`src/rtl/ptp_clock_servo_update_top_defines.svh`:
```
// ----------------------------------------------------------------------------
// ptp clock servo assertion macros
// concurrent assertion wrappers, empty when synthesising
// ----------------------------------------------------------------------------
`ifndef PTP_CLOCK_SERVO_UPDATE_TOP_DEFINES_SVH
`define PTP_CLOCK_SERVO_UPDATE_TOP_DEFINES_SVH
`ifndef SYNTHESIS
// property checked outside reset
`define PTPCS_ASSERT(lbl, prop) \
  lbl: assert property (@(posedge clk) disable iff (rst) prop) else $error("check failed");
// property checked during reset too
`define PTPCS_ASSERT_RST(lbl, prop) \
  lbl: assert property (@(posedge clk) prop) else $error("check failed");
`else
`define PTPCS_ASSERT(lbl, prop)
`define PTPCS_ASSERT_RST(lbl, prop)
`endif
`endif

```
`src/rtl/ptpcs_pkg.sv`:
```
// ----------------------------------------------------------------------------
// ptpcs_pkg
// shared types, codes and constants of the ptp clock servo
// ----------------------------------------------------------------------------
`timescale 1ns / 1ps
package ptpcs_pkg;

  // register indexes
  localparam logic [2:0] REG_PROP_DIV  = 3'd0;
  localparam logic [2:0] REG_INTEG_DIV = 3'd1;
  localparam logic [2:0] REG_FSHIFT    = 3'd2;
  localparam logic [2:0] REG_ADJ_EN    = 3'd3;
  localparam logic [2:0] REG_MAX_FREQ  = 3'd4;

  // result status codes
  localparam logic [1:0] ST_IGNORED = 2'd0;
  localparam logic [1:0] ST_FREQ    = 2'd1;
  localparam logic [1:0] ST_STEP    = 2'd2;
  localparam logic [1:0] ST_NOADJ   = 2'd3;

  // step threshold: 20 ms in scaled nanoseconds
  localparam logic signed [63:0] STEP_THRESHOLD = 64'sd20000000 <<< 16;

  localparam int DIV_W  = 64;
  localparam int DVSR_W = 33;

  typedef enum logic [3:0] {
    S_IDLE, S_SEARCH, S_PREP, S_MUL, S_DIVF, S_WAITF, S_INTEG,
    S_DIVI, S_WAITI, S_DIVP, S_WAITP, S_DONE
  } state_t;

  // divider request and response
  typedef struct packed {
    logic              start;
    logic [DIV_W-1:0]  dividend;
    logic [DVSR_W-1:0] divisor;
  } div_req_t;

  typedef struct packed {
    logic             busy;
    logic             done;
    logic [DIV_W-1:0] quotient;
  } div_rsp_t;

endpackage

```
`src/rtl/ptpcs_div.sv`:
```
// ----------------------------------------------------------------------------
// ptpcs_div
// bit-serial restoring unsigned divider, one quotient bit per cycle
// ----------------------------------------------------------------------------
`timescale 1ns / 1ps
`include "ptp_clock_servo_update_top_defines.svh"
module ptpcs_div import ptpcs_pkg::*; (
  input  logic     clk,
  input  logic     rst,
  input  div_req_t req,
  output div_rsp_t rsp
);

  logic              busy;
  logic              done;
  logic [5:0]        cnt;
  logic [DIV_W-1:0]  dq;
  logic [DVSR_W-1:0] rem;
  logic [DVSR_W-1:0] dv;
  logic [DVSR_W:0]   trial;
  logic [DVSR_W:0]   shifted;

  // trial subtract of the shifted remainder
  always_comb begin
    shifted = {rem, dq[DIV_W-1]};
    trial   = shifted - {1'b0, dv};
  end

  // control
  always_ff @(posedge clk) begin
    if (rst) begin
      busy <= 1'b0;
      done <= 1'b0;
      cnt  <= '0;
    end else begin
      done <= 1'b0;
      if (req.start) begin
        busy <= 1'b1;
        cnt  <= 6'(DIV_W - 1);
      end else if (busy) begin
        cnt <= cnt - 6'd1;
        if (cnt == 6'd0) begin
          busy <= 1'b0;
          done <= 1'b1;
        end
      end
    end
  end

  // datapath
  always_ff @(posedge clk) begin
    if (req.start) begin
      dq  <= req.dividend;
      dv  <= req.divisor;
      rem <= '0;
    end else if (busy) begin
      if (!trial[DVSR_W]) begin
        rem <= trial[DVSR_W-1:0];
        dq  <= {dq[DIV_W-2:0], 1'b1};
      end else begin
        rem <= shifted[DVSR_W-1:0];
        dq  <= {dq[DIV_W-2:0], 1'b0};
      end
    end
  end

  assign rsp.busy     = busy;
  assign rsp.done     = done;
  assign rsp.quotient = dq;

  `PTPCS_ASSERT(a_start_busy, req.start |=> busy)
  `PTPCS_ASSERT(a_done_after_busy, done |-> $past(busy))
  `PTPCS_ASSERT_RST(a_rst_idle, rst |=> !busy && !done)

endmodule

```
`src/rtl/ptp_clock_servo_update_top.sv`:
```
// ----------------------------------------------------------------------------
// ptp_clock_servo_update_top
// delay filter and pi frequency servo for ptp measurements
// ----------------------------------------------------------------------------
// Usage: one request on the input channel (in_valid / in_stall) carries a
// mean path delay and an offset from master. Exactly one result leaves on
// the output channel (out_valid / out_stall) for every request.
// Configuration is written through cfg_we / cfg_index / cfg_data; the user
// must do so only while idle, as the block itself does not enforce it.
// An ignored request goes straight to the result. Otherwise the filter runs
// a shift search, a set-up step, a shift-add multiply and a serial division;
// a time step then ends there. The controller adds an integrator step and
// two more divisions, all on the shared bit-serial divider.
// One request is processed at a time; the next is taken once the result has
// been loaded into the output register, even while it waits.
// Reset clears integrator and filter state and sets configuration registers to their defaults.
// A stalled result holds in the output register; the block then finishes
// the next request and waits until the output register is free.
// ----------------------------------------------------------------------------
`timescale 1ns / 1ps
`include "ptp_clock_servo_update_top_defines.svh"
module ptp_clock_servo_update_top import ptpcs_pkg::*; (
  input  logic               clk,
  input  logic               rst,
  input  logic               in_valid,
  output logic               in_stall,
  input  logic               delay_seconds_nonzero,
  input  logic signed [47:0] mean_delay,
  input  logic               offset_seconds_nonzero,
  input  logic signed [47:0] offset,
  output logic               out_valid,
  input  logic               out_stall,
  output logic [1:0]         status,
  output logic signed [31:0] freq_adjust,
  output logic [47:0]        filtered_delay,
  output logic signed [63:0] drift,
  input  logic               cfg_we,
  input  logic [2:0]         cfg_index,
  input  logic [19:0]        cfg_data
);

  // configuration
  logic [19:0] prop_div, integ_div, max_freq;
  logic [4:0]  fshift;
  logic        adj_en;

  // servo state
  logic signed [63:0] integ;
  logic [63:0]        avg;
  logic [32:0]        flen;

  // working registers
  state_t             state, state_next;
  logic signed [63:0] dly, ofs;
  logic               osec;
  logic [4:0]         s;
  logic [63:0]        acc, mc;
  logic [32:0]        mr;
  logic signed [63:0] lim, iterm;
  logic               neg;
  logic [1:0]         r_status;
  logic signed [31:0] r_freq;

  div_req_t div_req;
  div_rsp_t div_rsp;

  logic        in_acc, out_free, step_req;
  logic [32:0] pow_s, len_clip;
  logic [63:0] triple, sel_val;
  logic signed [63:0] isum, qs, adj;
  logic [19:0] idv, pdv;

  assign in_acc   = in_valid && !in_stall;
  assign out_free = !out_valid || !out_stall;
  assign in_stall = (state != S_IDLE);
  assign idv      = (integ_div == '0) ? 20'd1 : integ_div;
  assign pdv      = (prop_div == '0) ? 20'd1 : prop_div;

  // shared divider
  ptpcs_div u_div (
    .clk (clk),
    .rst (rst),
    .req (div_req),
    .rsp (div_rsp)
  );

  // filter and controller arithmetic
  always_comb begin
    pow_s    = 33'd1 << s;
    len_clip = (flen > pow_s) ? pow_s : flen;
    if (len_clip < pow_s) len_clip = len_clip + 33'd1;
    triple   = avg + (avg << 1);
    sel_val  = dly[63] ? avg : dly;
    if (sel_val > triple) sel_val = (avg << 1) + 64'(flen) + 64'd1;
    step_req = adj_en && (osec || ofs > STEP_THRESHOLD || ofs < -STEP_THRESHOLD);
    isum     = integ + ofs;
    if (isum > lim) isum = lim;
    else if (isum < -lim) isum = -lim;
    qs       = neg ? -$signed(div_rsp.quotient) : $signed(div_rsp.quotient);
    adj      = qs + iterm;
  end

  // divider request
  always_comb begin
    div_req = '0;
    unique case (state)
      S_DIVF: begin
        div_req.start    = 1'b1;
        div_req.dividend = acc;
        div_req.divisor  = flen;
      end
      S_DIVI: begin
        div_req.start    = 1'b1;
        div_req.dividend = (integ <= 0) ? 64'(-integ) : 64'(integ);
        div_req.divisor  = 33'(idv);
      end
      S_DIVP: begin
        div_req.start    = 1'b1;
        div_req.dividend = (ofs <= 0) ? 64'(-ofs) : 64'(ofs);
        div_req.divisor  = 33'(pdv);
      end
      default: div_req = '0;
    endcase
  end

  // state register
  always_ff @(posedge clk) begin
    if (rst) state <= S_IDLE;
    else     state <= state_next;
  end

  // next state
  always_comb begin
    state_next = state;
    unique case (state)
      S_IDLE:   if (in_acc) state_next = delay_seconds_nonzero ? S_DONE : S_SEARCH;
      S_SEARCH: if (!(s != 5'd0 && (avg >> (6'd63 - 6'(s))) != 64'd0)) state_next = S_PREP;
      S_PREP:   state_next = S_MUL;
      S_MUL:    if (mr == '0) state_next = S_DIVF;
      S_DIVF:   state_next = S_WAITF;
      S_WAITF:  if (div_rsp.done) state_next = step_req ? S_DONE : S_INTEG;
      S_INTEG:  state_next = S_DIVI;
      S_DIVI:   state_next = S_WAITI;
      S_WAITI:  if (div_rsp.done) state_next = S_DIVP;
      S_DIVP:   state_next = S_WAITP;
      S_WAITP:  if (div_rsp.done) state_next = S_DONE;
      S_DONE:   if (out_free) state_next = S_IDLE;
      default:  state_next = S_IDLE;
    endcase
  end

  // configuration registers
  always_ff @(posedge clk) begin
    if (rst) begin
      prop_div  <= 20'd10;
      integ_div <= 20'd1000;
      fshift    <= 5'd14;
      adj_en    <= 1'b1;
      max_freq  <= 20'd512000;
    end else if (cfg_we) begin
      case (cfg_index)
        REG_PROP_DIV:  prop_div  <= cfg_data;
        REG_INTEG_DIV: integ_div <= cfg_data;
        REG_FSHIFT:    fshift    <= cfg_data[4:0];
        REG_ADJ_EN:    adj_en    <= cfg_data[0];
        REG_MAX_FREQ:  max_freq  <= cfg_data;
        default: ;
      endcase
    end
  end

  // servo state and sequencing datapath
  always_ff @(posedge clk) begin
    if (rst) begin
      integ <= '0;
      avg   <= '0;
      flen  <= '0;
    end else begin
      case (state)
        S_IDLE: begin
          if (in_acc && !delay_seconds_nonzero) begin
            if (flen == '0) avg <= mean_delay[47] ? 64'd0 : 64'(mean_delay);
          end
        end
        S_SEARCH: begin
          if (state_next == S_PREP) flen <= len_clip;
        end
        S_WAITF: begin
          if (div_rsp.done) begin
            avg <= div_rsp.quotient;
            if (step_req) begin
              integ <= '0;
              flen  <= '0;
            end
          end
        end
        S_INTEG: integ <= isum;
        default: ;
      endcase
    end
  end

  // payload working registers
  always_ff @(posedge clk) begin
    case (state)
      S_IDLE: begin
        dly  <= 64'(mean_delay);
        ofs  <= 64'(offset);
        osec <= offset_seconds_nonzero;
        s    <= fshift;
        r_status <= ST_IGNORED;
        r_freq   <= '0;
      end
      S_SEARCH: if (state_next == S_SEARCH) s <= s - 5'd1;
      S_PREP: begin
        acc <= sel_val;
        mc  <= avg;
        mr  <= flen - 33'd1;
        lim <= $signed(64'(40'(max_freq) * 40'(integ_div)) << 16);
      end
      S_MUL: begin
        if (mr[0]) acc <= acc + mc;
        mc <= mc << 1;
        mr <= mr >> 1;
      end
      S_WAITF: if (div_rsp.done && step_req) r_status <= ST_STEP;
      S_DIVI:  neg <= (integ <= 0);
      S_WAITI: if (div_rsp.done) iterm <= qs;
      S_DIVP:  neg <= (ofs <= 0);
      S_WAITP: begin
        if (div_rsp.done) begin
          r_status <= adj_en ? ST_FREQ : ST_NOADJ;
          r_freq   <= adj_en ? adj[47:16] : 32'sd0;
        end
      end
      default: ;
    endcase
  end

  // output register
  always_ff @(posedge clk) begin
    if (rst) begin
      out_valid <= 1'b0;
    end else if (state == S_DONE && out_free) begin
      out_valid <= 1'b1;
    end else if (!out_stall) begin
      out_valid <= 1'b0;
    end
  end

  always_ff @(posedge clk) begin
    if (state == S_DONE && out_free) begin
      status         <= r_status;
      freq_adjust    <= r_freq;
      filtered_delay <= avg[47:0];
      drift          <= integ;
    end
  end

  `PTPCS_ASSERT(a_accept_busy, in_acc |=> state != S_IDLE)
  `PTPCS_ASSERT(a_done_waiting,
    div_rsp.done |-> (state == S_WAITF || state == S_WAITI || state == S_WAITP))
  `PTPCS_ASSERT(a_result_loaded, (state == S_DONE && out_free) |=> out_valid)
  `PTPCS_ASSERT(a_no_start_busy, div_req.start |-> !div_rsp.busy)

endmodule
```
`config.mk`:
```
export PLATFORM = sky130hd
export DESIGN_NAME = ptp_clock_servo_update_top
export DESIGN_NICKNAME = d
export VERILOG_FILES = /design/src/rtl/ptpcs_pkg.sv /design/src/rtl/ptpcs_div.sv /design/src/rtl/ptp_clock_servo_update_top.sv
export VERILOG_INCLUDE_DIRS = /design/src /design/src/rtl
export SDC_FILE = /design/constraint.sdc
export NUM_CORES = 2
export LEC_CHECK = 0
export ABC_AREA = 1
export BUFFER_PORTS_ARGS = -buffer_cell sky130_fd_sc_hd__buf_2
export CAP_MARGIN = 20
export CORE_UTILIZATION = 55
export DETAILED_ROUTE_END_ITERATION = 10
export GPL_ROUTABILITY_DRIVEN = 1
export PLACE_DENSITY = 0.72
export SLEW_MARGIN = 20
export SYNTH_ARGS = -nofsm -noshare
export SYNTH_HDL_FRONTEND = slang
export SYNTH_SLANG_ARGS = --single-unit
```
`constraint.sdc`:
```
create_clock -name clk -period 10.8 [get_ports clk]
set_clock_uncertainty 0.15 [all_clocks]
set_input_delay 3.24 -clock clk [delete_from_list [all_inputs] [get_ports clk]]
set_output_delay 3.24 -clock clk [all_outputs]
set_load 0.02 [all_outputs]
```
---- Word level (Yosys, flattened, before mapping) ----
Index checks and enable logic that the tools add are counted.
operators by class
  add/sub/neg operators ................... 16
  multipliers ............................. 1
  divide/modulo/power cells ............... 0
  $lt $le $gt $ge ......................... 9
  eq/ne operators ......................... 27
  shifts and indexed selects .............. 2
  mux-type cells .......................... 60
  bitwise logic cells ..................... 1
  reduce and logical (&&, ||, !) cells .... 46
operators with widths
  operator                 number
  $mux W64                 14
  $pmux W64 S2             4
  $pmux W98 S3             1
  $mux W33                 6
  $pmux W33 S2             2
  $add A64 B64 Y64         2
  $logic_not A33 Y1        2
  $add A64 B1 Y64 const B  1
  $add A64 B33 Y64         1
  $add A64 B48 Y64         1
  $gt A64 B57 Y1           1
  $gt A64 B64 Y1           1
  $le A64 B1 Y1 const B    1
  $lt A64 B64 Y1           1
  $mux W32                 2
  $neg A48 Y64             1
  $neg A56 Y64             1
  $neg A64 Y64             1
  $pmux W32 S2             1
  $reduce_bool A64 Y1      1
  $shr A64 B6 Y64          1
  $add A48 B48 Y48         1
  $gt A48 B42 Y1 const B   1
  $le A48 B1 Y1 const B    1
  49 further kinds         113
storage, ports and cells
  register bits ........................... 902
  latch bits .............................. 0
  memory bits (writable) .................. 0
  memory bits (read-only) ................. 0
  bits of input ports ..................... 126
  memories kept ........................... 0

---- Depth between registers and ports, before layout ----
  depth after elaboration ................. 10
  gate-level depth with buffers ........... 39

---- Modules after synthesis ----
Synthesis repeated with hierarchy kept, for this count alone.
second synthesis, totals
  cell total of the unflattened synthesis .. 11684
  area, all modules ....................... 84290.8 um^2
modules (own cells, without submodules)
  module                      instances  cells each  area each (um^2)  seq. area each (um^2)
  ptp_clock_servo_update_top  1          10504       75791.4           20619.8
  ptpcs_div                   1          1180        8499.4            3733.6

---- Worst setup path before layout ----
Ideal clock, no wire load.
  path type ............................... input port to flip-flop
  start point ............................. input out_stall
  end point ............................... register drift[0], enable pin
  setup time .............................. 0.655 ns
  data arrival time ....................... 9.413 ns
  data required time ...................... 9.995 ns
  slack ................................... 0.582 ns
  stages .................................. 3
  path buffers ............................ 0
  cells stage by stage .................... nand2_1 -> inv_1 -> nor2_1
on the way
  word-level cells in the longest chain between the ends .. 3
ends and longest elaborated chain
  element                 line                               text
  start: declaration      ptp_clock_servo_update_top.sv:32   input logic out_stall,
  $logic_not A1 Y1        n/a
  $logic_or A1 B1 Y1      ptp_clock_servo_update_top.sv:74   assign out_free = !out_valid || !out_stall;
  $logic_and A1 B1 Y1     ptp_clock_servo_update_top.sv:252  if (state == S_DONE && out_free) begin
  end signal: assignment  ptp_clock_servo_update_top.sv:256  drift <= integ;
  end: declaration        ptp_clock_servo_update_top.sv:36   output logic signed [63:0] drift,
Every way passes these cells.
A chain may end at the register's enable or synchronous reset.

---- Worst setup path in the final report ----
  start point ............................. register max_freq[15]
  end point ............................... register lim[44], data pin
on the way
  word-level cells in the longest chain between the ends .. 1
ends and longest elaborated chain
  element                   line                               text
  start: declaration        ptp_clock_servo_update_top.sv:43   logic [19:0] prop_div, integ_div, max_freq;
  start signal: assignment  ptp_clock_servo_update_top.sv:166  REG_MAX_FREQ: max_freq <= cfg_data;
  $mul A20 B20 Y40          ptp_clock_servo_update_top.sv:219  lim <= $signed(64'(40'(max_freq) * 40'(integ_div)) << 16);
  end signal: assignment    ptp_clock_servo_update_top.sv:219
  end: declaration          ptp_clock_servo_update_top.sv:59   logic signed [63:0] lim, iterm;
Every way passes these cells.

==> impl_results.md <==
* Result of the run: completed
* Number of sinks on the clock net at 902
* Most common cell after layout, fill and taps aside: sky130_fd_sc_hd__nand2_1
* Starting density of the core at 55.5%
* Layout Utilization at 60.1%
* # nets final at 12376
* Number of DRC markers after the initial detailed-route iteration at 10150
* Number of failing hold endpoints at the final stage at 0
* Number of buffers inserted by port buffering at 273
* Count of warnings emitted by yosys at 0
* Clock tree from TritonCTS: done
* Die span in x at 388 um
* Synthesized cell area at 82000 um2
* Vias at 81126
* Largest stage delay on the critical path at 1.12 ns
* Total overflow reported by the global router at 0
* Worst Hold Depth at 0
* CP Depth at 25
* Final Slew Violations at 0
* Post-Syn Instances at 11124
* Weighted congestion at the end of routability-driven global placement at 1.08
* Slew at the pin with the worst max-slew slack at 1.21 ns
* Hold buffers post-CTS at 0
* Async set or reset register ratio after synthesis at 0%
* Max-Cap Viols at 0
* DRT Wirelength at 324000 um
* Post CTS Setup Buffer Count at 0
* Count of unresolved DRC violations after routing at 0
* Layout cell share with drive strength beyond 1 at 6.23%
* R2R depth at 25
* Launch point of the worst reg-to-reg path: max_freq[15]
* Routed vias/inst at 6.11
* WP data required at 11.12 ns
* Post-synthesis net count at 12252
* Mean post-synth cell area at 7.37 um2
* Maximum clock insertion buffer count at 3
* Tcrit/Tclk final at 72.8%
* H-tree depth reported by CTS at 3
* Worst-path clk slew at 0.06 ns
* Worst path slowest cell: sky130_fd_sc_hd__dfxtp_1
* DRT Pass-1 Iters at 11
* Yosys reg bits at 902
* Library cells used by synthesis at 74
* Worst hold path class: register to register
* Antenna violations before repair at 24
* Drt wl/cell at 24.4 um
* Kind of start point of the critical path: register
* TritonCTS Buffers at 105
* Sort of element at the end of the critical path: register
* Die extent in y at 388 um
* Final setup viols at 0
* Highest-count cells in the layout ignoring fill and taps: 2339 x sky130_fd_sc_hd__nand2_1, 1790 x sky130_fd_sc_hd__inv_1, 993 x sky130_fd_sc_hd__nor2_1
* Remaining antenna violation count after routing at 0
* Resized cells post-CTS at 0
* Top_reg_cell synth: sky130_fd_sc_hd__edfxtp_1
* Share of the yosys chip area belonging to registers at 29.7%
* Slew Limit Headroom at 18.1%
* Worst-path fanout max at 21
* Max Fclk at 0.127 GHz
* Cell at the root of the clock tree: sky130_fd_sc_hd__clkbuf_16
* Area of the die at 151000 um2
* Data arrival, critical path at 8.18 ns
* Vias in the first global route at 76089
* Timing startpoint of the critical path: max_freq[15]
* Final TNS setup at 0 ns
* Kind of cell adding the most delay to the critical path: adder cells
* Maximum number of pins on one net before global-route repair at 189
* Number of buffers and inverters on the critical path at 7
* Global Route Usage Sum at 41.8%
* Ratio of total power to cell area at 237 nW/um2
* Global-route wire length before repair at 477000 um
* Worst skew pair latency at 0.76 ns
* Type of the worst setup path: register to register
* Number of synthesized flops with an enable pin at 629
* Start point of the worst hold path: r_freq[14]
* Final critical path time including I/O delays and setup at 7.86 ns
* Core region area at 148000 um2
* Peak supply drop at 0.263 mV
* Area overhead of the layout relative to synthesis at 8.23%
* Number of placement rows at 141
* Detailed placement HPWL at 257000 um
* I/O pin cnt at 274
* Setup repair after global routing missed its margin: no
* Leakage power at 41.5 nW
[Yosys cell counts, types with 52 or more instances]
cell type                  number  area share [%]
sky130_fd_sc_hd__fa_1         325             7.9
sky130_fd_sc_hd__o21ai_1       52            0.32
sky130_fd_sc_hd__clkbuf_1     259             1.2
sky130_fd_sc_hd__o211ai_1      54            0.49
sky130_fd_sc_hd__xnor2_1      113             1.2
sky130_fd_sc_hd__a21oi_1      931             5.7
sky130_fd_sc_hd__edfxtp_1     629              23
sky130_fd_sc_hd__dfxtp_1      273             6.7
sky130_fd_sc_hd__nor3_1       165             1.0
sky130_fd_sc_hd__nor4_1        74            0.56
sky130_fd_sc_hd__a31oi_1      119            0.91
sky130_fd_sc_hd__nor2_1      1006             4.6
sky130_fd_sc_hd__nand3_1      512             3.1
sky130_fd_sc_hd__nand2_1     2342              11
sky130_fd_sc_hd__ha_1         677              10
sky130_fd_sc_hd__inv_1       1793             8.2
sky130_fd_sc_hd__nand4_1      141             1.1
sky130_fd_sc_hd__xor2_1       262             2.8
sky130_fd_sc_hd__o21ai_0      851             5.2
[flip-flops by register name, summed over array words and instances (netlist names), 40 cells and up]
register	cells
acc	64
avg	64
drift	64
integ	64
mc	64
u_div.dq	64
dly	48
filtered_delay	48
iterm	48
ofs	48
lim	40
[per-stage QoR]
stage,total power [mW],std cells,hold slack [ns],instance area (um2),setup slack [ns]
2_1_floorplan,13.5,11124,0.250,82000,0.582
3_3_place_gp,16.8,13069,0.250,85100,3.14
3_5_place_dp,16.9,13070,0.255,85100,3.08
4_1_cts,20.7,13269,0.268,88700,3.09
5_1_grt,22.4,13276,0.270,88800,2.53
6_report,21.0,13285,0.267,88800,2.94
[cell families after synthesis]
logic type | after synthesis | synth area share (%)
simple gates | 4374 | 22.4
compound gates | 2314 | 15.6
buf+inv | 2157 | 10.1
fa+ha+maj | 1002 | 18.3
flops | 902 | 29.7
xor+xnor | 375 | 4.00
[metal layers]
layer	routed length (um)	vias to the layer above	track usage, %	part of all wire, %
met5	78	-	0	0.024
met4	20100	10	22.5	6.2
li1	-	37093	-	-
met3	38400	915	10.1	12
met1	126000	38272	54.7	39
met2	140000	4836	63.8	43
[path summary, 6_finish.rpt]
| check | end | slack (ns) |
|---|---|---|
| setup / recovery | lim[44] | 2.94 |
| hold / removal | freq_adjust[14] | 0.27 |
| setup reg to reg | lim[44] | 2.94 |
| hold reg to reg | freq_adjust[14] | 0.27 |
[power breakdown]
part / internal (mW) / switching, mW / total (mW)
combinational: 3.51 / 7.92 / 11.4
sequential: 4.95 / 0.916 / 5.87
clock: 2.07 / 1.68 / 3.75
total: 10.5 / 10.5 / 21.0
[layout make-up]
class,count,area [um2]
diodes,15,37.5
clock buffers,139,2980
clock inverters,60,606
fillers,13716,59100
inverters,1814,6810
multi-input cells,8065,49500
flip-flops and latches,902,24400
well taps,1930,2410
repair buffers,360,2080
Power figures use the tool's default switching activity.
